### config.mk
export PLATFORM = sky130hd
export DESIGN_NAME = rbmf_window
export DESIGN_NICKNAME = d
export VERILOG_FILES = /design/src/hw/rtl/rgb_box_mean_filter_3x3_core_defines.svh /design/src/hw/rtl/rbmf_pkg.sv /design/src/hw/rtl/rbmf_window.sv
export SDC_FILE = /design/constraint.sdc
export NUM_CORES = 1
export LEC_CHECK = 0
export ABC_AREA = 0
export BUFFER_PORTS_ARGS = -buffer_cell sky130_fd_sc_hd__buf_4
export CAP_MARGIN = 20
export CORE_UTILIZATION = 46
export DETAILED_ROUTE_END_ITERATION = 12
export GPL_TIMING_DRIVEN = 0
export PLACE_DENSITY = 0.87
export SYNTH_ARGS = -nofsm -noshare
export SYNTH_HDL_FRONTEND = slang
export SYNTH_SLANG_ARGS = --single-unit
### constraint.sdc
create_clock -name clk -period 0.8 [get_ports clk]
set_input_delay 0.04 -clock clk [delete_from_list [all_inputs] [get_ports clk]]
set_output_delay 0.04 -clock clk [all_outputs]
set_load 0.01 [all_outputs]
### src/hw/rtl/rgb_box_mean_filter_3x3_core_defines.svh
// Assertion macros shared by the RGB 3x3 mean filter RTL.
// Define ASSERT_OFF to compile the checks out; no other dependencies.
`ifndef RGB_BOX_MEAN_FILTER_3X3_CORE_DEFINES_SVH
`define RGB_BOX_MEAN_FILTER_3X3_CORE_DEFINES_SVH

`ifndef ASSERT_OFF
// Same-cycle implication
`define RBMF_ASSERT_IMPLY(lbl, ck, rn, ante, cons) \
    lbl: assert property (@(posedge ck) disable iff (!rn) (ante) |-> (cons)) \
        else $error("rbmf: implication check failed");
// Next-cycle implication
`define RBMF_ASSERT_NEXT(lbl, ck, rn, ante, cons) \
    lbl: assert property (@(posedge ck) disable iff (!rn) (ante) |=> (cons)) \
        else $error("rbmf: next-cycle check failed");
// Condition that must never be true
`define RBMF_ASSERT_NEVER(lbl, ck, rn, expr) \
    lbl: assert property (@(posedge ck) disable iff (!rn) !(expr)) \
        else $error("rbmf: forbidden condition seen");
`else
`define RBMF_ASSERT_IMPLY(lbl, ck, rn, ante, cons)
`define RBMF_ASSERT_NEXT(lbl, ck, rn, ante, cons)
`define RBMF_ASSERT_NEVER(lbl, ck, rn, expr)
`endif

`endif

### src/hw/rtl/rbmf_pkg.sv
// Package for the RGB 3x3 mean filter: widths, pixel and tag types.
// No dependencies; imported by every module of the block except rbmf_ram.
package rbmf_pkg;

    localparam int MAX_WIDTH_DEFAULT = 1024;
    localparam int CH_W              = 8;
    localparam int PIX_W             = 3 * CH_W;
    localparam int SUM_W             = 12;
    localparam int IMG_W_W           = 11;
    localparam int IMG_H_W           = 16;
    localparam int CFG_IDX_W         = 1;
    localparam int CFG_DATA_W        = 16;
    localparam int FIFO_DEPTH        = 8;

    // One RGB sample, red in the top byte
    typedef struct packed {
        logic [CH_W-1:0] red;
        logic [CH_W-1:0] green;
        logic [CH_W-1:0] blue;
    } pixel_t;

    // Per-step control carried down the pipeline
    typedef struct packed {
        logic emit;
        logic row_top;
        logic row_bot;
        logic col_left;
        logic col_right;
        logic last;
    } tag_t;

    // One finished output pixel
    typedef struct packed {
        pixel_t px;
        logic   frame_end;
    } result_t;

endpackage

### src/hw/rtl/rbmf_window.sv
// 3x3 window of the mean filter: shifts in one column per step from the
// two line buffers and the new pixel. Depends on rbmf_pkg.
module rbmf_window
(
    input  logic                  clk,
    input  logic                  rst_n,
    input  logic                  s1_valid,
    input  rbmf_pkg::tag_t        s1_tag,
    input  rbmf_pkg::pixel_t      top,
    input  rbmf_pkg::pixel_t      mid,
    input  rbmf_pkg::pixel_t      s1_pixel,
    output logic                  s2_valid,
    output rbmf_pkg::tag_t        s2_tag,
    output rbmf_pkg::pixel_t [8:0] window
);

    import rbmf_pkg::*;

    // Index is column * 3 + row; column 0 is the oldest (left) column
    pixel_t [8:0] win_reg;
    logic         s2_valid_reg;
    tag_t         s2_tag_reg;

    // Advance the window by one column on every step
    always_ff @(posedge clk)
    begin
        if (s1_valid)
        begin
            for (int k = 0; k < 6; k++)
            begin
                win_reg[k] <= win_reg[k + 3];
            end
            win_reg[6] <= top;
            win_reg[7] <= mid;
            win_reg[8] <= s1_pixel;
        end
        s2_tag_reg <= s1_tag;
    end

    always_ff @(posedge clk or negedge rst_n)
    begin
        if (!rst_n)
        begin
            s2_valid_reg <= 1'b0;
        end
        else
        begin
            s2_valid_reg <= s1_valid;
        end
    end

    assign s2_valid = s2_valid_reg;
    assign s2_tag   = s2_tag_reg;
    assign window   = win_reg;

endmodule

# --- After elaboration in Yosys (flattened, before gate mapping) ---
# Index checks and enable logic that the tools add are counted.
word_totals:
  output_inout_bits: 223
  inputBits: 81
  elab_cells: 34
  register_bits: 223

# --- Logic depth before layout (Yosys ltp) ---
logic_depth:
  word_depth: 0
  mapped_depth: 0
  ltp_nobuf: 0

# --- Worst setup path before layout ---
# OpenSTA, ideal clock, no wires.
synth_timing:
  path_type: "flip-flop to flip-flop"
  start: "reg win_reg, in the netlist window[72]"
  end: "reg win_reg, in the netlist window[0] (data pin)"
  path_stages_with_launch: 1
  period_less_slack_ps: 692
  t_required_ps: 512
  n_path_buf: 0
  setup_ps: 288
  t_arrival_ps: 403
  slack_ps: 108
  path_cell_list: "edfxtp_1"
synth_lines:
  columns: ["element", "line_no", "rtl"]
  rows:
  - ["start: declaration", "rbmf_window.sv:20", "pixel_t [8:0] win_reg;"]
  - ["start signal: indexed assignment", "rbmf_window.sv:31", "win_reg[k] <= win_reg[k + 3];"]
# No word-level cell between the ends.

# --- Worst setup path after layout ---
layout_timing:
  start: "reg win_reg, in the netlist window[108]"
  end: "out window[108] in the netlist's numbering"
layout_lines:
  columns: ["element", "line_no", "rtl"]
  rows:
  - ["end: declaration", "rbmf_window.sv:14", "output rbmf_pkg::pixel_t [8:0] window"]
# No word-level cell between the ends.

==> report_table.html <==
<table>
<tr><th>Metric</th><th>Value</th></tr>
<tr><th colspan="2">Floorplan</th></tr>
<tr><td>Total core area</td><td>around 14000 um2</td></tr>
<tr><td>Std cell rows</td><td>43</td></tr>
<tr><td>Starting density of the core</td><td>between 40% and 50%</td></tr>
<tr><td>Die Span X</td><td>~120 um</td></tr>
<tr><td>Die Outline Area</td><td>14900 um2</td></tr>
<tr><td>Die Y-Extent</td><td>122 um</td></tr>
<tr><td>Number of I/O pins</td><td>between 300 and 400</td></tr>
<tr><th colspan="2">Final layout</th></tr>
<tr><td>Ant. Diodes</td><td>0</td></tr>
<tr><td>Largest register FFs</td><td>approximately 220</td></tr>
<tr><td>Fraction of final layout cells sized beyond drive strength 1</td><td>58.1%</td></tr>
<tr><td>Area growth from synthesis to layout</td><td>85.1%</td></tr>
<tr><td>Multi-input gates</td><td>0</td></tr>
<tr><td>Final nets</td><td>approximately 790</td></tr>
<tr><td>Area of the multi-input gates</td><td>0 um2</td></tr>
<tr><td>Fill cell count</td><td>approximately 530</td></tr>
<tr><td>Design area</td><td>12300 um2</td></tr>
<tr><th colspan="2">Clock network</th></tr>
<tr><td>Clk pin slew, worst setup/hold paths</td><td>70 ps</td></tr>
<tr><td>CTS tree</td><td>done</td></tr>
<tr><td>Max H-tree Level</td><td>1</td></tr>
<tr><td>Clock latency on the worst-skew pair</td><td>around 480 ps</td></tr>
<tr><td>Number of clock buffers inserted by TritonCTS</td><td>22</td></tr>
<tr><td>Cts-stage hold buffer count</td><td>80</td></tr>
<tr><td>Clk sink count</td><td>between 200 and 250</td></tr>
<tr><td>Cell at the root of the clock tree</td><td>sky130_fd_sc_hd__clkbuf_16</td></tr>
<tr><td>Maximum clock path buffer count</td><td>3</td></tr>
<tr><th colspan="2">Yosys</th></tr>
<tr><td>Mapped Nets</td><td>approximately 300</td></tr>
<tr><td>Number of warnings printed during yosys synthesis</td><td>0</td></tr>
<tr><td>#FFs+latches synth</td><td>approximately 220</td></tr>
<tr><td>Mean cell area of the mapped netlist</td><td>roughly 30 um2</td></tr>
<tr><td>Post-synth cell types</td><td>3</td></tr>
<tr><td>Post-synthesis instance total</td><td>between 200 and 250</td></tr>
<tr><td>Part of the Yosys area used for sequential elements</td><td>100%</td></tr>
<tr><td>Post-synthesis cell area</td><td>6630 um2</td></tr>
<tr><th colspan="2">Detailed routing</th></tr>
<tr><td>Number of nets still failing antenna checks after routing</td><td>0</td></tr>
<tr><td>Overall routed net length</td><td>about 21000 um</td></tr>
<tr><td>Number of detailed-routing iterations run before antenna repair</td><td>4</td></tr>
<tr><td>DR vias/cell</td><td>just under 5</td></tr>
<tr><td>Drt wl/cell</td><td>roughly 23 um</td></tr>
<tr><td>DRC violations left</td><td>0</td></tr>
<tr><td>Violation count after the first detailed-routing iteration</td><td>about 350</td></tr>
<tr><td>Vias post-DR</td><td>~4400</td></tr>
<tr><th colspan="2">STA</th></tr>
<tr><td>Final critical-path share of the clock period</td><td>147%</td></tr>
<tr><td>Setup TNS after final layout</td><td>-63120 ps</td></tr>
<tr><td>Peak Freq</td><td>between 800 and 900 MHz</td></tr>
<tr><td>Max transition margin</td><td>80.0%</td></tr>
<tr><td>Final setup slack of the worst path</td><td>-373 ps</td></tr>
<tr><td>RSZ-0062 raised after global routing</td><td>true</td></tr>
<tr><td>Final Max Tran Viols</td><td>0</td></tr>
<tr><td>Final hold violation count</td><td>63</td></tr>
<tr><td>Worst clock skew on the final layout</td><td>13.4 ps</td></tr>
<tr><td>Clock period minus final worst setup slack</td><td>around 1200 ps</td></tr>
<tr><td>Count of endpoints failing setup in the final report</td><td>roughly 290</td></tr>
<tr><td>Least-Margin Pin Slew</td><td>299 ps</td></tr>
<tr><td>Tightest hold margin</td><td>-32.4 ps</td></tr>
<tr><th colspan="2">Global route</th></tr>
<tr><td>Grt total ovfl</td><td>0</td></tr>
<tr><td>Overall routing resource usage</td><td>24.6%</td></tr>
<tr><td>Number of antenna violations at the first check in global routing</td><td>1</td></tr>
<tr><td>Number of global-route vias before repair</td><td>4536</td></tr>
<tr><td>Pin count of the biggest net entering global routing</td><td>approximately 110</td></tr>
<tr><td>Global-route wire length before repair</td><td>26300 um</td></tr>
<tr><th colspan="2">Worst setup path</th></tr>
<tr><td>Buffers plus inverters on the worst setup path</td><td>1</td></tr>
<tr><td>CP Launch Type</td><td>flip-flop</td></tr>
<tr><td>Data arrival at the endpoint of the critical path</td><td>~1100 ps</td></tr>
<tr><td>Max incr delay on CP</td><td>~470 ps</td></tr>
<tr><td>Type of the setup path with the least slack</td><td>reg -&gt; out</td></tr>
<tr><td>Kind of end point of the critical path</td><td>output pin</td></tr>
<tr><td>Worst Path Max Fanout</td><td>2</td></tr>
<tr><td>Setup slack on the worst flop-to-flop path</td><td>-100 ps</td></tr>
<tr><td>Required time at the worst-slack endpoint</td><td>~760 ps</td></tr>
<tr><td>Series of cell instances along the critical path</td><td>buf_6</td></tr>
<tr><td>CP top delay family</td><td>flip-flops</td></tr>
<tr><td>Critical-path top delay cell</td><td>sky130_fd_sc_hd__edfxtp_1</td></tr>
<tr><th colspan="2">Flow run</th></tr>
<tr><td>Max-cap violations</td><td>0</td></tr>
<tr><th colspan="2">Run status</th></tr>
<tr><td>Run status</td><td>finished with violations</td></tr>
<tr><td>Violated checks</td><td>negative hold slack, negative setup slack</td></tr>
<tr><th colspan="2">Pwr</th></tr>
<tr><td>Maximum vdd ir drop</td><td>roughly 3.0 mV</td></tr>
<tr><td>Total power divided by cell area</td><td>around 2300 nW/um2</td></tr>
<tr><td>P_leak</td><td>between 5 and 6 nW</td></tr>
<tr><td>Power after layout</td><td>around 0.028 W</td></tr>
<tr><th colspan="2">Placement</th></tr>
<tr><td>Dpl cell area</td><td>around 9000 um2</td></tr>
<tr><td>Placer congestion estimate</td><td>about 0.76</td></tr>
<tr><td>Final HPWL from detailed placement</td><td>9950 um</td></tr>
<tr><td>Count of port buffers added during placement</td><td>just over 300</td></tr>
<tr><th colspan="2">Hold path</th></tr>
<tr><td>HP Class</td><td>in -&gt; reg</td></tr>
</table>
-- power breakdown --
part / switching [W] / internal [W] / total (W)
clock network: 0.00419 / 0.00563 / 0.00982
registers: 0.000619 / 0.0138 / 0.0144
logic: 0.00128 / 0.00226 / 0.00354
-- worst paths after layout --
kind,from,end,cells past startpoint
max,window[108],window[108],1
min,s1_valid,window[48],1
max reg2reg,window[108],window[36],1
min reg2reg,window[156],window[84],0
max in group asynchronous,rst_n,s2_valid,3
min in group asynchronous,rst_n,s2_valid,3
-- area by class of cell --
cell class	count	area, um2	share of cell area [%]
flip-flops and latches	223	6640	54.1
clock inverters	7	35.0	0.285
clock buffers	32	649	5.29
repair buffers	466	4720	38.5
well taps	180	225	1.84
-- through the flow --
step                setup WS (ps)  hold slack, ps  instances  utilization, %
floorplan                     108            -256        223               -
global placement            -1500            -183        706            65.3
detailed placement           -736            -181        707            65.5
CTS                          -337            34.5        883            84.1
global route                 -394           -37.0        908            87.7
finish                       -373           -32.4        908            87.7
-- what timing repair did --
item / 4_1_cts / 5_1_grt
buffers inserted: 56 / 46
cloned: 1 / 1
endpoints found under the hold margin: 79 / 96
endpoints found under the setup margin: 336 / 328
resized for setup: 177 / 82
-- routing by layer --
layer  share of wire, %  wire length [um]  vias up  GRT usage [%]
met5              0.048                10        -              0
met4                2.0               415        2           8.16
met3                7.9              1640       34           7.72
met2                 57             11900      255           46.9
met1                 33              6870     2182           25.2
li1                   -                 -     1889              -
-- kinds of logic after synthesis --
family | after synthesis | share of synthesized area [%]
flip-flops | 223 | 100
-- placed cells by master (no fill, tap or decap) --
| master | count |
|---|---|
| sky130_fd_sc_hd__buf_6 | 251 |
| sky130_fd_sc_hd__edfxtp_1 | 216 |
| sky130_fd_sc_hd__buf_4 | 131 |
| sky130_fd_sc_hd__dlygate4sd3_1 | 80 |
| sky130_fd_sc_hd__clkbuf_16 | 24 |
| sky130_fd_sc_hd__dfxtp_2 | 6 |
| sky130_fd_sc_hd__clkbuf_1 | 5 |
| sky130_fd_sc_hd__clkbuf_8 | 4 |
| sky130_fd_sc_hd__clkinv_1 | 3 |
| sky130_fd_sc_hd__clkinv_2 | 3 |
| sky130_fd_sc_hd__buf_16 | 2 |
| sky130_fd_sc_hd__clkinv_4 | 1 |
| sky130_fd_sc_hd__bufbuf_16 | 1 |
| sky130_fd_sc_hd__dfrtp_1 | 1 |
-- synthesized netlist by cell type, drive strengths merged --
cell	count	area share (%)
dfrtp	1	0.38
dfxtp	6	1.8
edfxtp	216	98
(Power assumes the default switching activity.)
