## config.mk

```make
export PLATFORM = sky130hd
export DESIGN_NAME = rbmf_fifo
export DESIGN_NICKNAME = d
export VERILOG_FILES = /design/src/hw/rtl/rbmf_pkg.sv /design/src/hw/rtl/rbmf_fifo.sv
export VERILOG_INCLUDE_DIRS = /design/src /design/src/hw/rtl
export SDC_FILE = /design/constraint.sdc
export NUM_CORES = 1
export LEC_CHECK = 0
export ABC_AREA = 1
export BUFFER_PORTS_ARGS = -buffer_cell sky130_fd_sc_hd__buf_4
export CAP_MARGIN = 25
export CORE_UTILIZATION = 41
export CTS_CLUSTER_DIAMETER = 40
export DETAILED_ROUTE_END_ITERATION = 7
export GPL_TIMING_DRIVEN = 0
export SETUP_SLACK_MARGIN = 0.3
export SYNTH_ARGS = -nofsm -noshare
export SYNTH_HDL_FRONTEND = slang
export SYNTH_SLANG_ARGS = --single-unit
```

## constraint.sdc

```tcl
create_clock -name clk -period 2.7 [get_ports clk]
set_clock_uncertainty 0.2 [all_clocks]
set_input_delay 0 -clock clk [delete_from_list [all_inputs] [get_ports clk]]
set_output_delay 0 -clock clk [all_outputs]
set_load 0.05 [all_outputs]
```

## src/hw/rtl/rgb_box_mean_filter_3x3_core_defines.svh

```systemverilog
// Assertion macros shared by the RGB 3x3 mean filter RTL.
// Define ASSERT_OFF to compile the checks out; no other dependencies.
`ifndef RGB_BOX_MEAN_FILTER_3X3_CORE_DEFINES_SVH
`define RGB_BOX_MEAN_FILTER_3X3_CORE_DEFINES_SVH

`ifndef ASSERT_OFF
// Same-cycle implication
`define RBMF_ASSERT_IMPLY(lbl, ck, rn, ante, cons) \
    lbl: assert property (@(posedge ck) disable iff (!rn) (ante) |-> (cons)) \
        else $error("rbmf: implication check failed");
// Next-cycle implication
`define RBMF_ASSERT_NEXT(lbl, ck, rn, ante, cons) \
    lbl: assert property (@(posedge ck) disable iff (!rn) (ante) |=> (cons)) \
        else $error("rbmf: next-cycle check failed");
// Condition that must never be true
`define RBMF_ASSERT_NEVER(lbl, ck, rn, expr) \
    lbl: assert property (@(posedge ck) disable iff (!rn) !(expr)) \
        else $error("rbmf: forbidden condition seen");
`else
`define RBMF_ASSERT_IMPLY(lbl, ck, rn, ante, cons)
`define RBMF_ASSERT_NEXT(lbl, ck, rn, ante, cons)
`define RBMF_ASSERT_NEVER(lbl, ck, rn, expr)
`endif

`endif

```

## src/hw/rtl/rbmf_pkg.sv

```systemverilog
// Package for the RGB 3x3 mean filter: widths, pixel and tag types.
// No dependencies; imported by every module of the block except rbmf_ram.
package rbmf_pkg;

    localparam int MAX_WIDTH_DEFAULT = 1024;
    localparam int CH_W              = 8;
    localparam int PIX_W             = 3 * CH_W;
    localparam int SUM_W             = 12;
    localparam int IMG_W_W           = 11;
    localparam int IMG_H_W           = 16;
    localparam int CFG_IDX_W         = 1;
    localparam int CFG_DATA_W        = 16;
    localparam int FIFO_DEPTH        = 8;

    // One RGB sample, red in the top byte
    typedef struct packed {
        logic [CH_W-1:0] red;
        logic [CH_W-1:0] green;
        logic [CH_W-1:0] blue;
    } pixel_t;

    // Per-step control carried down the pipeline
    typedef struct packed {
        logic emit;
        logic row_top;
        logic row_bot;
        logic col_left;
        logic col_right;
        logic last;
    } tag_t;

    // One finished output pixel
    typedef struct packed {
        pixel_t px;
        logic   frame_end;
    } result_t;

endpackage

```

## src/hw/rtl/rbmf_fifo.sv

```systemverilog
// Small output queue of the mean filter; decouples the pipeline from
// output backpressure. Depends on rbmf_pkg and the defines header.
`include "rgb_box_mean_filter_3x3_core_defines.svh"

module rbmf_fifo
#(
    parameter int DEPTH = rbmf_pkg::FIFO_DEPTH
)
(
    input  logic                         clk,
    input  logic                         rst_n,
    input  logic                         push,
    input  rbmf_pkg::result_t            push_data,
    input  logic                         pop,
    output logic                         out_valid,
    output rbmf_pkg::result_t            out_data,
    output logic [$clog2(DEPTH+1)-1:0]   count
);

    import rbmf_pkg::*;

    localparam int AW = (DEPTH > 1) ? $clog2(DEPTH) : 1;
    localparam int CNT_W = $clog2(DEPTH + 1);

    result_t          mem [DEPTH];
    logic [AW-1:0]    wr_ptr_reg, wr_ptr_next;
    logic [AW-1:0]    rd_ptr_reg, rd_ptr_next;
    logic [CNT_W-1:0] count_reg,  count_next;

    // Advance pointers with explicit wrap
    always_comb
    begin
        wr_ptr_next = wr_ptr_reg;
        rd_ptr_next = rd_ptr_reg;
        count_next  = count_reg;
        if (push)
        begin
            wr_ptr_next = (wr_ptr_reg == AW'(DEPTH - 1)) ? '0 : wr_ptr_reg + AW'(1);
        end
        if (pop)
        begin
            rd_ptr_next = (rd_ptr_reg == AW'(DEPTH - 1)) ? '0 : rd_ptr_reg + AW'(1);
        end
        if (push && !pop)
        begin
            count_next = count_reg + CNT_W'(1);
        end
        else if (pop && !push)
        begin
            count_next = count_reg - CNT_W'(1);
        end
    end

    always_ff @(posedge clk or negedge rst_n)
    begin
        if (!rst_n)
        begin
            wr_ptr_reg <= '0;
            rd_ptr_reg <= '0;
            count_reg  <= '0;
        end
        else
        begin
            wr_ptr_reg <= wr_ptr_next;
            rd_ptr_reg <= rd_ptr_next;
            count_reg  <= count_next;
        end
    end

    // Store entries
    always_ff @(posedge clk)
    begin
        if (push)
        begin
            mem[wr_ptr_reg] <= push_data;
        end
    end

    assign out_valid = count_reg != '0;
    assign out_data  = mem[rd_ptr_reg];
    assign count     = count_reg;

    `RBMF_ASSERT_IMPLY(a_push_has_room, clk, rst_n, push, count_reg < CNT_W'(DEPTH))

endmodule
```

**After elaboration in Yosys (flattened, before gate mapping)**

Memory sizes are Yosys's and may differ from the RTL's.
Cells that the tools add are included.

- Reductions and logical operators: 6
- Equal/unequal tests: 2
- Muxes and demuxes: 6
- Add/subtract/negate cells: 4

Operator list:

| operator | count |
|---|---|
| two-way mux 4 bit | 2 |
| adder 3 x 1 -> 3 bit, second input constant | 2 |
| == test 3 bit, second input constant | 2 |
| two-way mux 3 bit | 2 |
| adder 4 x 1 -> 4 bit, second input constant | 1 |
| nonzero test 4 bit | 1 |
| subtractor 4 x 1 -> 4 bit, second input constant | 1 |
| logical AND 1 bit | 2 |
| logical NOT 1 bit | 2 |
| two-way mux 1 bit | 2 |
| nonzero test 2 bit | 1 |

- Input bits: 29
- Memories kept: 1
- Memory bits (writable): 200
- Flip-flop bits (word level): 10
- Logic and storage cells: 22

Memories:

| name | depth | bits a word | read ports | clocked after memory_dff | write ports | RTL line | text |
|---|---|---|---|---|---|---|---|
| mem | 8 | 25 | 1 | 0 | 1 | rbmf_fifo.sv:25 | `result_t mem [DEPTH];` |

**Depth between registers and ports, before layout**

Gate-level depths: netlist of run 1.

- Word-level depth: 4
- Mapped depth: 10
- Mapped depth without buffers: 10

**Least setup slack after synthesis of run 1**

No wires, ideal clock.

- Path type: register -> register
- From: register wr_ptr_reg[0]
- To: memory mem[0][0] (netlist bit) (enable)
- Setup time: 0.407 ns
- Data arrival time: 1.631 ns
- Data required time: 2.093 ns
- Setup slack: 0.462 ns
- Buffers on the path: 0
- Cell stages (with the launch flop): 4
- Cells stage by stage: dfrtp_1 -> inv_1 -> nand2_1 -> nor2_1

RTL lines:

| what | RTL line | text |
|---|---|---|
| start: declaration | rbmf_fifo.sv:26 | `logic [AW-1:0] wr_ptr_reg, wr_ptr_next;` |
| start signal: assignment | rbmf_fifo.sv:64 | `wr_ptr_reg <= wr_ptr_next;` |
| end: declaration | rbmf_fifo.sv:25 |  |

Straight into the memory's write port.

==> impl_metrics.tcl, run 1 <==
set metrics [dict create \
    outcome "finished clean" \
    hold_viol 0 \
    cts_root_buf "clkbuf_16" \
    slew_headroom 0.364 \
    drc 0 \
    largest_reg_flops 200 \
    hp-class "in -> reg" \
    grt_max_degree 26 \
    syn_to_final_growth_pct 24.5 \
    finalInstanceArea_mm2 0.0114 \
    yosysUniqueCellTypes 18 \
    synth.largest_area_cell "edfxtp_1" \
    layout.cells.most_common_list "nand2_1 (347), nor2_1 (203), edfxtp_1 (200), inv_1 (110), buf_4 (65)" \
    boundaryPins 59 \
    drive_gt1_frac 0.141 \
    via_per_inst 4.50 \
    crit_arrival_ns 2.13 \
    finalSetupViolCount 0 \
    min_period_ns 2.33 \
    fin_nets 1099 \
    tritoncts "done" \
    synth_top_cell_area_share 0.655 \
    antenna_found_initial 0 \
    utilization 0.521 \
    cts.sinks 210 \
    synth_seq_cells 210 \
    syn_nets 979 \
    wl_per_cell_um 14.9 \
    clkTransAtPathRegs_ns 0.06 \
    hpwlAfterDp_mm 12.2 \
    worstSetupPathType "reg -> out" \
    port_buffers 58 \
    dr.pass1.iters 4 \
    clockBufferDepth 3 \
    drv_cap 0 \
    final_common_cell "nand2_1" \
    finalMaxSlewViolations 0 \
    cts_made_buffers 29 \
    hold_ws_ns 0.0496 \
    cp-end-kind "primary output" \
    critical_path_required_ns 2.50 \
    initial_core_util 0.419 \
    grt_pass1_wl_mm 31.7 \
    clk_latency_ns 0.53 \
    synth_area_mm2 0.00916 \
    die_w_um 152 \
    post-cts-setup-buffers 0 \
    htreeDepth 1 \
    synth_warnings 0 \
    die_h_um 152 \
    rows 54 \
    rsz0062_at_grt "no" \
    syn-instance-count 942 \
    grt_pass1_vias 5909 \
    drt-total-wl_mm 20.3 \
    fmax_mhz 428 \
    path_max_fanout 10 \
    diodes 0 \
    p_leak_nw 5.03 \
    drtAntennaViolNets 0 \
    grt_remaining_overflow 0 \
    routabilityCongestion 0.752 \
    peakVddDrop_v 0.000820 \
    grt_usage 0.187 \
    vias 6127 \
    drt_iter0_drc 395 \
    placed_area_mm2 0.0101 \
    worst_pin_slew_ns 0.952 \
    synth.area.top_cells "edfxtp_1 (66%), nand2_1 (14%), nor2_1 (8.6%), inv_1 (4.5%), dfrtp_1 (2.7%)" \
    avgSynthCellArea_um2 9.73 \
    power_density_mw_per_mm2 1150 \
    timing.final.crit_share 0.865 \
    cp-start-kind "flop" \
    seq_area_frac_synth 0.683 \
    coreArea_mm2 0.0219 \
    dieArea_mm2 0.0230 \
]
path summary, 6_finish.rpt:
check / from / cells past startpoint / slack (ns) / to
max: rd_ptr_reg[2] / 5 / 0.37 / out_data[21]
min: push_data[23] / 2 / 0.05 / mem[3][23]
max reg2reg: wr_ptr_reg[0] / 3 / 0.59 / mem[4][8]
min reg2reg: count[2] / 2 / 0.35 / count[2]
max in group asynchronous: rst_n / 3 / 1.66 / rd_ptr_reg[0]
min in group asynchronous: rst_n / 3 / 0.30 / wr_ptr_reg[2]
worst max-delay path: stages (launching register included):
cell,delay [ns]
dfrtp_1,0.35
buf_2,0.23
buf_1,0.56
nand2_1,0.15
nand2_1,0.11
buf_4,0.20
layout make-up:
type | instances | area [µm²]
buffer | 38 | 214
clock buffer | 32 | 737
clock inverter | 20 | 295
fill | 1941 | 10500
inverter | 112 | 424
multi-input combinational | 582 | 2350
sequential | 210 | 6260
tap | 280 | 350
timing repair buffer | 89 | 781
kinds of logic after synthesis:
family | after synthesis | share of synthesized area
XOR/XNOR | 2 | 0.00191
AND/OR/NAND/NOR | 564 | 0.232
adder cells (fa/ha/maj) | 8 | 0.0117
flip-flops | 210 | 0.683
AO/OA/AOI/OAI | 8 | 0.00437
buffers and inverters | 150 | 0.0673
repair_timing:
action | in CTS | in global routing
gates resized for setup | 3 | 15
setup endpoints to repair | 20 | 24
cloned | 0 | 0
hold endpoints to repair | 220 | 0
hold buffers | 29 | 0
power breakdown:
part | internal (mW) | switching (mW)
Sequential | 4.00 | 0.135
Clock | 2.64 | 1.38
Combinational | 1.42 | 3.48
metrics by stage:
stage	setup WS, ns	cells	power, mW	setup TNS [ns]
final	0.365	1363	13.1	0
after CTS	0.318	1363	13.2	0
after global routing	0.302	1363	13.8	0
after floorplan	0.462	942	7.54	0
after detailed placement	0.573	1282	9.11	0
after global placement	-0.667	1280	9.00	-103.56
cells in the mapped netlist, drive strengths merged:
master	n
a21oi	2
buf	29
clkbuf	9
clkinv	1
dfrtp	10
edfxtp	200
fa	1
ha	7
inv	111
nand2	347
nand3	5
nor2	211
o21ai	6
or2	1
xnor2	2
routing by layer:
metal | track usage | part of all wire | vias up
li1 | - | - | 3178
met1 | 0.243 | 0.45 | 2813
met2 | 0.328 | 0.50 | 110
met3 | 0.0246 | 0.036 | 26
met4 | 0.0510 | 0.018 | 0
met5 | 0 | 0 | -
Note: power is estimated with default switching activity, not from simulation.
==> inputs of run 2 (changes only) <==
--- a/config.mk
+++ b/config.mk
@@ -6,7 +6,6 @@
 export SDC_FILE = /design/constraint.sdc
 export NUM_CORES = 1
 export LEC_CHECK = 0
-export ABC_AREA = 1
 export BUFFER_PORTS_ARGS = -buffer_cell sky130_fd_sc_hd__buf_4
 export CAP_MARGIN = 25
 export CORE_UTILIZATION = 41
==> impl_metrics.tcl, run 2 <==
set metrics [dict create \
    outcome "finished clean" \
    cp-start-kind "flop" \
    clkTransAtPathRegs_ns 0.06 \
    finalInstanceArea_mm2 0.0108 \
    timing.final.crit_share 0.917 \
    rsz0062_at_grt "yes" \
    yosysUniqueCellTypes 25 \
    critical_path_required_ns 2.50 \
    fin_nets 522 \
    fin_ws_ns 0.225 \
    drv_cap 0 \
    synth_mux_area_frac 0.196 \
    swShare 0.326 \
    crit_arrival_ns 2.27 \
    switchingPower_mw 4.36 \
    hp-class "in -> reg" \
    pwr-share-seq 0.321 \
    synth_most_common_cell "edfxtp_1" \
    synth.largest_area_cell "edfxtp_1" \
    drtAntennaViolNets 0 \
    wl_per_cell_um 20.6 \
    seq_area_frac_synth 0.752 \
    p_comb_frac 0.387 \
    layout.cells.most_common_list "edfxtp_1 (200), buf_4 (50), dlygate4sd3_1 (29), mux4_1 (27), clkbuf_16 (27)" \
    synth_xor_area_frac 0.00211 \
    antenna_found_initial 0 \
    synth_warnings 0 \
    final_common_cell "edfxtp_1" \
    power_density_mw_per_mm2 1240 \
    synth_fa_ha_area_frac 0.0129 \
    finalSetupTns_ns 0 \
    placed_area_mm2 0.00932 \
    via_per_inst 5.07 \
    p_int_mw 8.99 \
    dr.pass1.iters 4 \
    diodes 0 \
    synth_compound_area_frac 0.00617 \
    clockBufferDepth 3 \
    finalSetupViolCount 0 \
    drc 0 \
    netlist_top_cells_count "edfxtp_1 (200), mux4_1 (42), mux2_2 (30)" \
    async_flop_share 0.0476 \
    dieArea_mm2 0.0209 \
    coreArea_mm2 0.0197 \
    grt_pass1_vias 4159 \
    cts_made_buffers 27 \
    synth_top_family_by_area "multiplexers" \
    total_power_mw 13.3 \
    routabilityCongestion 0.764 \
    finalMaxSlewViolations 0 \
    whs_endpoint "mem[0][20]" \
    die_h_um 144 \
    cp-end-kind "primary output" \
    synth_area_mm2 0.00831 \
    drt-total-wl_mm 15.9 \
    cpPeakStageDelay_ns 0.56 \
    rows 51 \
    grt_remaining_overflow 0 \
    syn_to_final_growth_pct 29.9 \
    syn_nets 392 \
    grt_usage 0.161 \
    die_w_um 144 \
    initial_core_util 0.423 \
    slowest_stage "mux4_1" \
    cts.sinks 210 \
    clockPowerShare 0.293 \
    nFillCells 1545 \
    cts_root_buf "clkbuf_16" \
    path_cells "buf_12 -> buf_12 -> mux4_1 -> mux2_2 -> buf_4" \
    hp-start "push_data[20]" \
    hold_viol 0 \
    drt_iter0_drc 235 \
    vias 3909 \
    syn-instance-count 355 \
    synth_ff_type "edfxtp_1" \
    path_max_fanout 10 \
    tritoncts "done" \
    synth_seq_cells 210 \
    grt_pass1_wl_mm 24.2 \
    place_ws_ns 0.324 \
    clk_latency_ns 0.52 \
    hold_depth 2 \
    p_leak_nw 3.76 \
    synth_top_cell_area_share 0.722 \
    peakVddDrop_v 0.000560 \
    fmax_mhz 404 \
    cpMostUsedCell "buf_12" \
    synth_edf_count 200 \
    synth.area.top_cells "edfxtp_1 (72%), mux4_1 (13%), mux2_2 (4.1%), dfrtp_1 (3.0%), mux4_2 (2.2%)" \
    min_period_ns 2.47 \
    hold_ws_ns 0.0558 \
    synthSimpleGateAreaFrac 0.0157 \
    avgSynthCellArea_um2 23.4 \
    drive_gt1_frac 0.377 \
    largest_reg_flops 200 \
    r2r-end "mem[0][2]" \
    worst_pin_slew_ns 0.943 \
    port_buffers 58 \
    r2r_slack_ns 0.56 \
    worstSetupPathType "reg -> out" \
    boundaryPins 59 \
    htreeDepth 1 \
    slew_headroom 0.370 \
    hpwlAfterDp_mm 9.58 \
    ff2ff_path_depth 4 \
    grt_max_degree 26 \
    r2r-start "wr_ptr_reg[2]" \
]
run 2: cell types whose count changed after synthesis, moves of 19 or more:
cell	previous run	this run
buf_2	19	0
nor2_1	211	8
mux2_2	0	30
nand2_1	347	5
inv_1	110	4
mux4_1	0	42
run 2: cells by family (layout without fill, tap and decap cells):
kind of cell / count (synthesis) / count (layout)
simple gates: 26 / 26
flops: 210 / 210
compound gates: 8 / 8
mux: 81 / 81
fa+ha+maj: 8 / 8
buf+inv: 20 / 171
xor+xnor: 2 / 2
run 2: final cells by class:
class / instances / area, µm² / share of cell area
tap: 265 / 332 / 0.0307
sequential: 210 / 6260 / 0.579
clock buffer: 31 / 691 / 0.0640
multi-input combinational: 125 / 1980 / 0.183
clock inverter: 19 / 308 / 0.0285
inverter: 4 / 15.0 / 0.00139
buffer: 16 / 188 / 0.0174
timing repair buffer: 101 / 1030 / 0.0958
run 2: per-stage QoR:
step | util | cells
floorplan | - | 355
global placement | 0.463 | 678
detailed placement | 0.474 | 687
CTS | 0.550 | 771
global route | 0.549 | 771
finish | 0.549 | 771
run 2: how the worst max path moves through the flow:
stage	start	endpoint	slack, ns	cells after the start
after floorplan	wr_ptr_reg[0]	mem[2][0]	0.40	2
after global placement	wr_ptr_reg[0]	mem[6][7]	-0.68	2
after detailed placement	rd_ptr_reg[2]	out_data[12]	0.32	4
after CTS	rd_ptr_reg[0]	out_data[4]	0.20	5
after global routing	rd_ptr_reg[0]	out_data[4]	0.16	5
final	rd_ptr_reg[0]	out_data[22]	0.23	5
run 2: layer usage:
layer | share of wire | vias to the layer above | GRT usage
met4 | 0.014 | 0 | 0.0465
li1 | - | 1788 | -
met5 | 0 | - | 0
met2 | 0.51 | 76 | 0.280
met3 | 0.037 | 16 | 0.0275
met1 | 0.44 | 2029 | 0.207
run 2: power by group through the flow:
stage	logic, mW	registers, mW	clock network (mW)
6_report	5.16	4.28	3.91
5_1_grt	5.47	4.32	4.11
4_1_cts	5.26	4.28	3.98
3_5_place_dp	4.65	4.34	0
3_3_place_gp	4.42	4.33	0
2_1_floorplan	3.12	4.40	0
run 2: critical path, delay by kind of cell (launching register included):
kind,cells,cell delay [ns]
buffers and inverters,3,0.51
flip-flops,1,0.39
multiplexers,2,0.85
run 2: timing repair:
action / in CTS / in global routing
hold buffers: 29 / 0
hold endpoints to repair: 218 / 0
endpoints found under the setup margin: 25 / 25
gates resized for setup: 63 / 4
buffers inserted: 4 / 0
gates cloned: 1 / 0
