`config.mk`:
```
export PLATFORM = sky130hd
export DESIGN_NAME = rbmf_mean
export DESIGN_NICKNAME = d
export VERILOG_FILES = /design/src/hw/rtl/rgb_box_mean_filter_3x3_core_defines.svh /design/src/hw/rtl/rbmf_pkg.sv /design/src/hw/rtl/rbmf_mean.sv
export SDC_FILE = /design/constraint.sdc
export NUM_CORES = 1
export LEC_CHECK = 0
export BUFFER_PORTS_ARGS = -buffer_cell sky130_fd_sc_hd__clkbuf_2
export CAP_MARGIN = 20
export CORE_MARGIN = 4
export CORE_UTILIZATION = 55
export CTS_CLUSTER_SIZE = 16
export DETAILED_ROUTE_END_ITERATION = 8
export GPL_TIMING_DRIVEN = 0
export PLACE_DENSITY = 0.8
export SETUP_SLACK_MARGIN = 0.5
export SYNTH_ARGS = -nofsm -noshare
export SYNTH_HDL_FRONTEND = slang
export SYNTH_SLANG_ARGS = --single-unit
```
`constraint.sdc`:
```
create_clock -name clk -period 12.7 [get_ports clk]
set_clock_uncertainty 0.15 [all_clocks]
set_input_delay 1.905 -clock clk [delete_from_list [all_inputs] [get_ports clk]]
set_output_delay 1.905 -clock clk [all_outputs]
set_load 0.03 [all_outputs]
```
`src/hw/rtl/rgb_box_mean_filter_3x3_core_defines.svh`:
```
// Assertion macros shared by the RGB 3x3 mean filter RTL.
// Define ASSERT_OFF to compile the checks out; no other dependencies.
`ifndef RGB_BOX_MEAN_FILTER_3X3_CORE_DEFINES_SVH
`define RGB_BOX_MEAN_FILTER_3X3_CORE_DEFINES_SVH

`ifndef ASSERT_OFF
// Same-cycle implication
`define RBMF_ASSERT_IMPLY(lbl, ck, rn, ante, cons) \
    lbl: assert property (@(posedge ck) disable iff (!rn) (ante) |-> (cons)) \
        else $error("rbmf: implication check failed");
// Next-cycle implication
`define RBMF_ASSERT_NEXT(lbl, ck, rn, ante, cons) \
    lbl: assert property (@(posedge ck) disable iff (!rn) (ante) |=> (cons)) \
        else $error("rbmf: next-cycle check failed");
// Condition that must never be true
`define RBMF_ASSERT_NEVER(lbl, ck, rn, expr) \
    lbl: assert property (@(posedge ck) disable iff (!rn) !(expr)) \
        else $error("rbmf: forbidden condition seen");
`else
`define RBMF_ASSERT_IMPLY(lbl, ck, rn, ante, cons)
`define RBMF_ASSERT_NEXT(lbl, ck, rn, ante, cons)
`define RBMF_ASSERT_NEVER(lbl, ck, rn, expr)
`endif

`endif

```
`src/hw/rtl/rbmf_pkg.sv`:
```
// Package for the RGB 3x3 mean filter: widths, pixel and tag types.
// No dependencies; imported by every module of the block except rbmf_ram.
package rbmf_pkg;

    localparam int MAX_WIDTH_DEFAULT = 1024;
    localparam int CH_W              = 8;
    localparam int PIX_W             = 3 * CH_W;
    localparam int SUM_W             = 12;
    localparam int IMG_W_W           = 11;
    localparam int IMG_H_W           = 16;
    localparam int CFG_IDX_W         = 1;
    localparam int CFG_DATA_W        = 16;
    localparam int FIFO_DEPTH        = 8;

    // One RGB sample, red in the top byte
    typedef struct packed {
        logic [CH_W-1:0] red;
        logic [CH_W-1:0] green;
        logic [CH_W-1:0] blue;
    } pixel_t;

    // Per-step control carried down the pipeline
    typedef struct packed {
        logic emit;
        logic row_top;
        logic row_bot;
        logic col_left;
        logic col_right;
        logic last;
    } tag_t;

    // One finished output pixel
    typedef struct packed {
        pixel_t px;
        logic   frame_end;
    } result_t;

endpackage

```
`src/hw/rtl/rbmf_mean.sv`:
```
// Neighborhood sum and divide by 4, 6 or 9 for the 3x3 mean filter.
// Depends on rbmf_pkg; divides by 6 and 9 use reciprocal multiplies.
module rbmf_mean
(
    input  logic                   clk,
    input  logic                   rst_n,
    input  logic                   s2_valid,
    input  rbmf_pkg::tag_t         s2_tag,
    input  rbmf_pkg::pixel_t [8:0] window,
    output logic                   s3_valid,
    output rbmf_pkg::result_t      push_data
);

    import rbmf_pkg::*;

    typedef enum logic [1:0] {DIV_4, DIV_6, DIV_9} div_t;

    // floor(x / 6) is exact for x < 8192 and floor(x / 9) for x < 3276 with
    // these; a nine-pixel sum never exceeds 2295
    localparam int RECIP_SHIFT = 14;
    localparam int RECIP_6     = 2731;
    localparam int RECIP_9     = 1821;
    localparam int PROD_W      = SUM_W + 12;

    logic [SUM_W-1:0] col_sum [3][3];
    logic [SUM_W-1:0] total   [3];
    div_t             div_sel;

    logic             s3_valid_reg;
    logic [SUM_W-1:0] s3_sum_reg [3];
    div_t             s3_div_reg;
    logic             s3_last_reg;
    logic [CH_W-1:0]  mean [3];

    function automatic logic [CH_W-1:0] div_mean(input logic [SUM_W-1:0] s,
                                                 input div_t d);
        logic [PROD_W-1:0] prod;
        logic [CH_W-1:0]   q;
        begin
            prod = '0;
            unique case (d)
                DIV_4:
                begin
                    q = s[2 +: CH_W];
                end
                DIV_6:
                begin
                    prod = PROD_W'(s) * PROD_W'(RECIP_6);
                    q    = prod[RECIP_SHIFT +: CH_W];
                end
                DIV_9:
                begin
                    prod = PROD_W'(s) * PROD_W'(RECIP_9);
                    q    = prod[RECIP_SHIFT +: CH_W];
                end
                default:
                begin
                    q = '0;
                end
            endcase
            return q;
        end
    endfunction

    // Column sums over in-image rows, then total over in-image columns
    always_comb
    begin
        for (int ch = 0; ch < 3; ch++)
        begin
            for (int c = 0; c < 3; c++)
            begin
                col_sum[c][ch] =
                    (s2_tag.row_top ? SUM_W'(window[c*3][(2-ch)*CH_W +: CH_W]) : '0)
                  + SUM_W'(window[c*3+1][(2-ch)*CH_W +: CH_W])
                  + (s2_tag.row_bot ? SUM_W'(window[c*3+2][(2-ch)*CH_W +: CH_W]) : '0);
            end
            total[ch] = (s2_tag.col_left  ? col_sum[0][ch] : '0)
                      + col_sum[1][ch]
                      + (s2_tag.col_right ? col_sum[2][ch] : '0);
        end
        // Corner: 4 neighbors, full interior: 9, otherwise an edge: 6
        if (s2_tag.row_top && s2_tag.row_bot && s2_tag.col_left && s2_tag.col_right)
        begin
            div_sel = DIV_9;
        end
        else if ((s2_tag.row_top ^ s2_tag.row_bot) && (s2_tag.col_left ^ s2_tag.col_right))
        begin
            div_sel = DIV_4;
        end
        else
        begin
            div_sel = DIV_6;
        end
    end

    // Register sums every clock; only steps that produce an output set s3_valid
    always_ff @(posedge clk)
    begin
        for (int ch = 0; ch < 3; ch++)
        begin
            s3_sum_reg[ch] <= total[ch];
        end
        s3_div_reg  <= div_sel;
        s3_last_reg <= s2_tag.last;
    end

    always_ff @(posedge clk or negedge rst_n)
    begin
        if (!rst_n)
        begin
            s3_valid_reg <= 1'b0;
        end
        else
        begin
            s3_valid_reg <= s2_valid && s2_tag.emit;
        end
    end

    // Divide and pack the result
    always_comb
    begin
        for (int ch = 0; ch < 3; ch++)
        begin
            mean[ch] = div_mean(s3_sum_reg[ch], s3_div_reg);
        end
    end

    assign s3_valid               = s3_valid_reg;
    assign push_data.px.red       = mean[0];
    assign push_data.px.green     = mean[1];
    assign push_data.px.blue      = mean[2];
    assign push_data.frame_end    = s3_last_reg;

endmodule

```
Yosys cells after proc, flatten, opt, wreduce, memory -nomap -nowiden
Memory sizes are Yosys's and may differ from the RTL's.
Index checks and enable logic that the tools add are counted.

cells by class
  reduce and logical (&&, ||, !) cells = 6
  $add $sub $neg = 24
  bitwise gates (word level) = 2
  multipliers = 6
  muxes and demuxes = 28
  equal/unequal tests = 2

operators with widths
  cell                                                  count
  2-to-1 mux 8 bit                                      18
  adder 9 x 8 -> 10 bit                                 9
  adder 8 x 8 -> 9 bit                                  9
  case mux 8 bit (3 select lines)                       3
  multiplier 12 x 11 -> 22 bit (second input constant)  3
  multiplier 12 x 12 -> 22 bit (second input constant)  3
  2-to-1 mux 10 bit                                     6
  adder 11 x 10 -> 12 bit                               3
  adder 10 x 10 -> 11 bit                               3
  logical AND 1 bit                                     5
  == test 2 x 1 -> 1 bit (second input constant)        1
  == test 2 bit (second input constant)                 1
  logical NOT 2 bit                                     1
  bitwise XOR 1 bit                                     2
  2-to-1 mux 1 bit                                      1

storage, ports and cells
  bits in registers = 4
  word-level logic and storage cells = 72
  memory bits (writable) = 36
  memories kept = 1
  output and inout bits = 26
  input bits = 225

memories
  memory      depth  bits a word  read ports  clocked after memory_dff  write ports  RTL line         RTL
  s3_sum_reg  3      12           3           0                         3            rbmf_mean.sv:30  logic [SUM_W-1:0] s3_sum_reg [3];

Longest topological paths before layout
Gate-level depths: netlist (run 1).

  depth after elaboration = 6
  mapped depth = 24
  mapped depth without buffers = 22

Least setup slack after synthesis (run 1)
Ideal clock, no wire load.

  kind = reg2out
  from = memory s3_sum_reg[2][7] (netlist: s3_sum_reg[0][31])
  to = output push_data[7] (netlist name)
  required time = 10.645 ns
  buffers on the path = 0
  stages on the path, launching flop included = 21
  data arrival time = 5.081 ns
  slack = 5.564 ns
  cell sequence = dfxtp_1 inv_1 fa_1 inv_1 ha_1 inv_1 fa_1 inv_1 fa_1 inv_1 fa_1 inv_1 ha_1 o21ai_0 o21ai_1 o2111ai_1 o21a_1 a2111oi_1 or3_1 a31oi_1 o22ai_1

RTL lines
  item         RTL line         RTL
  from (decl)  rbmf_mean.sv:30
  to (decl)    rbmf_mean.sv:11  output rbmf_pkg::result_t push_data

==> results of run 1 <==
-- per-stage QoR --
step | setup slack [ns] | cell area [um^2] | std cells
after floorplan | 5.56 | 21200 | 2283
after global placement | 4.78 | 23100 | 3044
after detailed placement | 4.61 | 23100 | 3044
after CTS | 4.37 | 23300 | 3052
after global routing | 4.07 | 23300 | 3054
final | 4.36 | 23300 | 3054
-- worst max-delay path: cells and delay by family, from the launching register on --
kind | cells | cell delay (ns)
adder cells (fa/ha/maj) | 6 | 2.58
AND/OR/NAND/NOR | 1 | 0.20
buffers and inverters | 7 | 0.67
AO/OA/AOI/OAI | 7 | 1.75
flip-flops | 1 | 0.75
-- layout by cell type, fill, tap and decap left out, drive strengths merged, types with 8 or more instances in the layout --
| cell | count |
|---|---|
| a211o | 8 |
| a211oi | 8 |
| a21o | 19 |
| a21oi | 72 |
| a22oi | 8 |
| a31oi | 9 |
| and2 | 169 |
| clkbuf | 283 |
| dfxtp | 39 |
| fa | 336 |
| ha | 514 |
| inv | 592 |
| mux2i | 11 |
| nand2 | 78 |
| nand3 | 15 |
| nor2 | 52 |
| nor2b | 12 |
| nor3 | 26 |
| o21a | 11 |
| o21ai | 41 |
| o21bai | 25 |
| o22ai | 13 |
| xnor2 | 82 |
| xor2 | 25 |
-- final cells by class --
| cell class | count | area (um^2) | share of cell area |
|---|---|---|---|
| Multi-Input combinational cell | 1622 | 18100 | 0.776 |
| Antenna cell | 2 | 5.00 | 0.000215 |
| Timing Repair Buffer | 250 | 1250 | 0.0537 |
| Inverter | 592 | 2220 | 0.0954 |
| Tap cell | 511 | 639 | 0.0274 |
| Buffer | 29 | 113 | 0.00483 |
| Clock buffer | 6 | 129 | 0.00553 |
| Clock inverter | 2 | 60.1 | 0.00258 |
| Sequential cell | 40 | 806 | 0.0346 |
-- final timing paths --
kind	slack, ns	start	end	cells after the start
setup / recovery	4.36	s3_sum_reg[0][31]	push_data[7]	21
hold / removal	1.22	rst_n	s3_valid	1
max in group asynchronous	11.09	rst_n	s3_valid	1
min in group clk	1.56	s2_tag[0]	s3_last_reg	1
-- cells by family (layout without fill, tap and decap cells) --
logic type,Yosys count,after routing,share of synthesized area
AND/OR/NAND/NOR,392,392,0.0988
other,0,2,0
adder cells (fa/ha/maj),850,850,0.620
XOR/XNOR,107,107,0.0442
multiplexers,12,12,0.00572
AO/OA/AOI/OAI,261,261,0.0833
buffers and inverters,621,879,0.110
flip-flops,40,40,0.0380
-- layer usage --
layer / global-route usage / part of all wire / vias to the layer above
met5: 0 / 0 / -
met4: 0.109 / 0.044 / 0
met3: 0.0303 / 0.050 / 118
met2: 0.498 / 0.50 / 475
met1: 0.342 / 0.41 / 7938
li1: - / - / 7777
==> impl_metrics.yaml, run 1 <==
yosys:
  syn-num-nets: 3358
  ys_seq_elements: 40
  synth_most_common_cell: "inv_1"
  netlist_area_um2: 21200
  netlist.area_leader.share: 0.317
  synth-async-reset-ratio: 0.0250
  synth_common_cells: "inv_1 (592), ha_1 (514), fa_1 (336)"
  yosysUniqueCellTypes: 70
  seq_area_frac_synth: 0.0380
  yosys_warnings: 0
  synth_edf_count: 0
  avgSynthCellArea_um2: 9.29
  synthFlopType: "dfxtp_1"
  synthTopCellsByArea: "fa_1 (32%), ha_1 (30%), inv_1 (10%)"
  syn_inst: 2283
  yosysTopAreaCell: "fa_1"
clock_tree:
  cts_buffers: 5
  ctsHoldBuffers: 0
  cts_htree_levels: 2
  cts_setup_buffers: 0
  cts_sinks: 40
  cts_tree: "built"
  clock_path_buffers: 2
  clkTransAtPathRegs_ns: 0.06
  cts_root_buf: "clkbuf_16"
  post_cts_resized: 0
layout:
  nets: 3615
  syn2layout_area_growth_pct: 9.82
  final_util: 0.616
  largest_reg_flops: 36
  drive_above_1_share: 0.107
  nFillCells: 3230
critical_path:
  cp-end-kind: "output port"
  startpoint_type: "flop"
  critPathMaxFanout: 10
  max_stage_delay_ns: 0.75
  crit_top_cell: "inv_1"
  critPathArrivalTime_ns: 6.28
  worstPathRequired_ns: 10.64
  slowest_stage: "dfxtp_1"
  crit_chain: "inv_1 > fa_1 > inv_1 > ha_1 > inv_1 > fa_1 > inv_1 > fa_1 > inv_1 > fa_1 > inv_1 > ha_1 > o21ai_0 > o21ai_1 > o22ai_1 > o21a_1 > a2111oi_1 > or3_1 > a31oi_1 > o22ai_1 > clkbuf_2"
  crit_type: "flop to output port"
grt:
  antenna_found_initial: 3
  grt_max_degree: 14
  overflow: 0
  grt_pass1_vias: 18200
  grt_pass1_wl_um: 91300
  grtUsageTotal: 0.277
flow_run:
  max_cap_violations: 0
routing:
  wirelength_um: 56900
  viasPerCell: 5.34
  ant_nets: 0
  post_drt_wl_per_cell_um: 18.6
  vias: 16300
  first_pass_iters: 5
  drtIter0Drc: 706
  route.detailed.drc: 0
timing:
  worstMarginPinSlew_ns: 0.906
  rsz0062_at_grt: "no"
  drv_slew: 0
  period_minus_slack_ns: 8.34
  setup_viol: 0
  fmax_mhz: 120
  post-route-period-util: 0.657
  tns_ns: 0
  hold_viol_final: 0
  hold_slack_ns: 1.22
  slew_headroom: 0.396
floorplan:
  fp-row-count: 71
  pin_count: 251
  start_util: 0.561
  die_h_um: 204
  core-area_um2: 37800
  die_w_um: 204
  die_area_um2: 41800
min_path:
  worst_hold_path_type: "input pin to asynchronous set/reset pin"
placed_design:
  place_congestion: 0.979
  port-buffer-count: 250
  place_hpwl_um: 51100
status:
  status: "finished, final reports clean"
Power of run 1 is left out: the tool's default activity adds up to more than one toggle a clock period on the data nets, which glitch-free logic cannot reach.
==> run 2, diff against run 1 <==
ABC_AREA = 1   (was not set)
PLACE_DENSITY = 0.79   (was 0.8)
clock period = 7.8 ns   (was 12.7 ns; I/O delays follow)
==> impl_metrics.yaml, run 2 <==
floorplan:
  die_h_um: 216
  core-area_um2: 42300
  start_util: 0.562
  pin_count: 251
  fp-row-count: 75
  die_w_um: 216
  die_area_um2: 46600
clock_tree:
  post_cts_resized: 0
  clock_path_buffers: 2
  ctsHoldBuffers: 0
  cts_root_buf: "clkbuf_16"
  cts_sinks: 40
  cts_buffers: 5
  cts_tree: "built"
  cts_setup_buffers: 0
  clkTransAtPathRegs_ns: 0.06
  cts_htree_levels: 2
routing:
  vias: 20400
  first_pass_iters: 5
  wl_met1_um: 27200
  ant_nets: 0
  viasPerCell: 5.09
  routed.top_layer: "met4"
  drtIter0Drc: 935
  wl_met3_um: 3370
  post_drt_wl_per_cell_um: 15.5
  met2_length_um: 28600
  wirelength_um: 62100
  route.detailed.drc: 0
critical_path:
  cp-end-kind: "output port"
  crit_type: "flop to output port"
  startpoint_type: "flop"
  critPathArrivalTime_ns: 5.43
  critPathLaunch: "s3_sum_reg[0][32]"
  critPathMaxFanout: 9
  worstPathRequired_ns: 6.48
  endpoint: "push_data[8]"
yosys:
  netlist_area_um2: 23800
  yosys_warnings: 0
  synth_most_common_cell: "inv_1"
  synth_common_cells: "inv_1 (883), nand2_1 (634), ha_1 (514)"
  synthTopCellsByArea: "fa_1 (28%), ha_1 (27%), inv_1 (14%)"
  yosysUniqueCellTypes: 39
  netlist.area_leader.share: 0.283
  yosysTopAreaCell: "fa_1"
  avgSynthCellArea_um2: 7.52
  syn_inst: 3162
  synthFlopType: "dfxtp_1"
  ys_seq_elements: 40
  syn-num-nets: 4237
  seq_area_frac_synth: 0.0339
  synth-async-reset-ratio: 0.0250
  synth_edf_count: 0
flow_run:
  max_cap_violations: 0
timing:
  drv_slew: 0
  period_minus_slack_ns: 6.75
  rsz0062_at_grt: "no"
  post-route-period-util: 0.865
  tns_ns: 0
  setup_ws_ns: 1.05
  fmax_mhz: 148
  worstMarginPinSlew_ns: 0.902
  hold_viol_final: 0
  slew_headroom: 0.399
  setup_viol: 0
grt:
  grt_pass1_vias: 20700
  grt_max_degree: 15
  grtUsageTotal: 0.269
  antenna_found_initial: 0
  grt_pass1_wl_um: 102000
  overflow: 0
placed_design:
  place_area_um2: 25800
  port-buffer-count: 250
  dpl_worst_slack_ns: 1.25
  place_congestion: 0.970
  place_hpwl_um: 56300
layout:
  diodes: 0
  final_cell_mix: "inv_1 (883), nand2_1 (634), ha_1 (514)"
  syn2layout_area_growth_pct: 9.01
  largest_reg_flops: 36
  stdcell_area_um2: 25900
  multiInputGateArea_um2: 19600
  drive_above_1_share: 0.0842
  nets: 4494
  regArea_um2: 806
  nFillCells: 3923
  final_util: 0.613
  final_common_cell: "inv_1"
status:
  status: "finished, final reports clean"
min_path:
  worst_hold_path_type: "input pin to asynchronous set/reset pin"
==> run 2: area by class of cell <==
cell class,count,area share
clock inverters,3,0.00179
flip-flops and latches,40,0.0311
repair buffers,250,0.0482
well taps,577,0.0278
multi-input cells,2209,0.754
clock buffers,5,0.00482
plain buffers,27,0.00405
inverters,886,0.128
==> run 2: routing by layer <==
layer | global-route usage | up-vias
met5 | 0 | -
met4 | 0.108 | 0
met3 | 0.0239 | 111
met2 | 0.454 | 595
met1 | 0.359 | 9399
li1 | - | 10200
==> run 2: worst min path at each step <==
| stage | start | endpoint | depth (start not counted) |
|---|---|---|---|
| global placement | rst_n | s3_valid | 1 |
| finish | rst_n | s3_valid | 1 |
| CTS | rst_n | s3_valid | 1 |
| global route | rst_n | s3_valid | 1 |
| floorplan | rst_n | s3_valid | 0 |
| detailed placement | rst_n | s3_valid | 1 |
==> run 2: kinds of logic (layout without fill, tap and decap cells) <==
logic type	after synthesis	in the layout	share of synthesized area
AO/OA/AOI/OAI	274	274	0.0665
XOR/XNOR	46	46	0.0169
adder cells (fa/ha/maj)	850	850	0.553
buffers and inverters	913	1171	0.144
flip-flops	40	40	0.0339
AND/OR/NAND/NOR	1039	1039	0.185
==> run 2: worst max-delay path: stages, from the launching register on <==
cell	delay, ns
dfxtp_1	0.75
inv_1	0.21
fa_1	0.57
inv_1	0.04
ha_1	0.33
fa_1	0.50
inv_1	0.05
fa_1	0.47
fa_1	0.49
inv_1	0.04
ha_1	0.32
a21oi_1	0.20
a21boi_0	0.28
nand2_1	0.09
nand2_1	0.08
nand3_1	0.08
nand2_1	0.06
nand3_1	0.11
nand3_1	0.21
clkbuf_2	0.24
==> run 2: per-stage QoR <==
step / hold slack (ns) / std cells
finish: 0.486 / 3997
global route: 0.479 / 3997
CTS: 0.475 / 3997
detailed placement: 0.797 / 3989
global placement: 0.798 / 3989
floorplan: 0.724 / 3162
Power of run 2 is left out for the same reason.
==> run 3, diff against run 2 <==
clock period = 7 ns   (was 7.8 ns; I/O delays follow)
==> impl_metrics.yaml, run 3 (same netlist as run 2, synthesis figures left out) <==
status:
  status: "finished, final reports clean"
clock_tree:
  cts_sinks: 40
  cts_buffers: 5
  cts_htree_levels: 2
  cts_root_buf: "clkbuf_16"
  clock_path_buffers: 2
  clkTransAtPathRegs_ns: 0.06
  cts_setup_buffers: 0
  cts_tree: "built"
  ctsHoldBuffers: 0
grt:
  grtUsageTotal: 0.269
  overflow: 0
  gr-usage-met3: 0.0239
  grt_max_degree: 15
  antenna_found_initial: 0
  top_usage_layer: "met2"
  grt_pass1_vias: 20700
  grt.met1_usage: 0.359
  grtUsageMet2: 0.454
  grt_pass1_wl_um: 102000
timing:
  setup_viol: 0
  drv_slew: 0
  tns_ns: 0
  fmax_mhz: 159
  post-route-period-util: 0.896
  slew_headroom: 0.394
  hold_viol_final: 0
  worstMarginPinSlew_ns: 0.909
  rsz0062_at_grt: "yes"
  period_minus_slack_ns: 6.27
placed_design:
  place_hpwl_um: 56300
  port-buffer-count: 250
  place_congestion: 0.970
flow_run:
  max_cap_violations: 0
layout:
  final_cell_mix: "inv_1 (883), nand2_1 (634), ha_1 (514)"
  nFillCells: 3917
  final_util: 0.614
  nets: 4494
  largest_reg_flops: 36
  diodes: 0
  syn2layout_area_growth_pct: 9.20
  drive_above_1_share: 0.0906
  final_common_cell: "inv_1"
critical_path:
  slowest_stage: "dfxtp_1"
  crit_type: "flop to output port"
  worstPathRequired_ns: 5.80
  max_stage_delay_ns: 0.64
  critPathMaxFanout: 9
  cp_top_family: "adder cells"
  cp-end-kind: "output port"
  path_buf_inv: 3
  crit_top_cell: "fa_1"
  startpoint_type: "flop"
  crit_chain: "fa_1 > ha_1 > fa_1 > inv_1 > fa_1 > fa_1 > inv_1 > ha_1 > a21oi_1 > a21boi_0 > nand2_1 > nand2_1 > nand3_1 > nand2_1 > nand3_1 > nand3_1 > clkbuf_2"
  critPathArrivalTime_ns: 5.07
routing:
  vias: 20300
  post_drt_wl_per_cell_um: 15.6
  drtIter0Drc: 889
  wirelength_um: 62200
  viasPerCell: 5.07
  route.detailed.drc: 0
  ant_nets: 0
  first_pass_iters: 5
floorplan:
  die_w_um: 216
  die_h_um: 216
  pin_count: 251
  die_area_um2: 46600
  start_util: 0.562
  core-area_um2: 42300
  fp-row-count: 75
min_path:
  worst_hold_path_type: "input pin to asynchronous set/reset pin"
run 3: timing repair:
item | CTS | global route
gates cloned | 0 | 0
pin swaps | 0 | 0
endpoints found under the setup margin | 3 | 21
endpoints found under the hold margin | 0 | 0
gates resized for setup | 4 | 26
run 3: through the flow:
| step | cell area, um^2 | hold WS [ns] | setup slack [ns] | std cells |
|---|---|---|---|---|
| detailed placement | 25800 | 0.677 | 0.574 | 3989 |
| CTS | 25900 | 0.355 | 0.493 | 3997 |
| finish | 26000 | 0.366 | 0.725 | 3997 |
| floorplan | 23800 | 0.604 | 1.48 | 3162 |
| global placement | 25800 | 0.678 | 0.648 | 3989 |
| global route | 26000 | 0.359 | 0.453 | 3997 |
run 3: cell type report:
type	instances	area [um^2]	area share
Timing Repair Buffer	250	1250	0.0482
Multi-Input combinational cell	2209	19600	0.753
Sequential cell	40	850	0.0327
Clock buffer	5	125	0.00482
Buffer	27	106	0.00409
Tap cell	577	722	0.0278
Clock inverter	3	46.3	0.00178
Inverter	886	3330	0.128
run 3: how the worst max path moves through the flow:
stage / start / end / slack [ns] / cells past startpoint
6_report: s3_sum_reg[0][27] / push_data[8] / 0.73 / 17
3_5_place_dp: s2_tag[3] / s3_sum_reg[0][10] / 0.57 / 24
4_1_cts: s3_sum_reg[0][34] / push_data[8] / 0.49 / 19
5_1_grt: s3_sum_reg[0][8] / push_data[20] / 0.45 / 20
2_1_floorplan: s3_sum_reg[0][33] / push_data[4] / 1.48 / 18
3_3_place_gp: s2_tag[3] / s3_sum_reg[0][10] / 0.65 / 24
run 3: per-layer routing:
| layer | part of all wire | up-vias |
|---|---|---|
| li1 | - | 10200 |
| met1 | 0.44 | 9365 |
| met2 | 0.46 | 562 |
| met3 | 0.053 | 108 |
| met4 | 0.047 | 0 |
| met5 | 0 | - |
Power of run 3 is left out for the same reason.
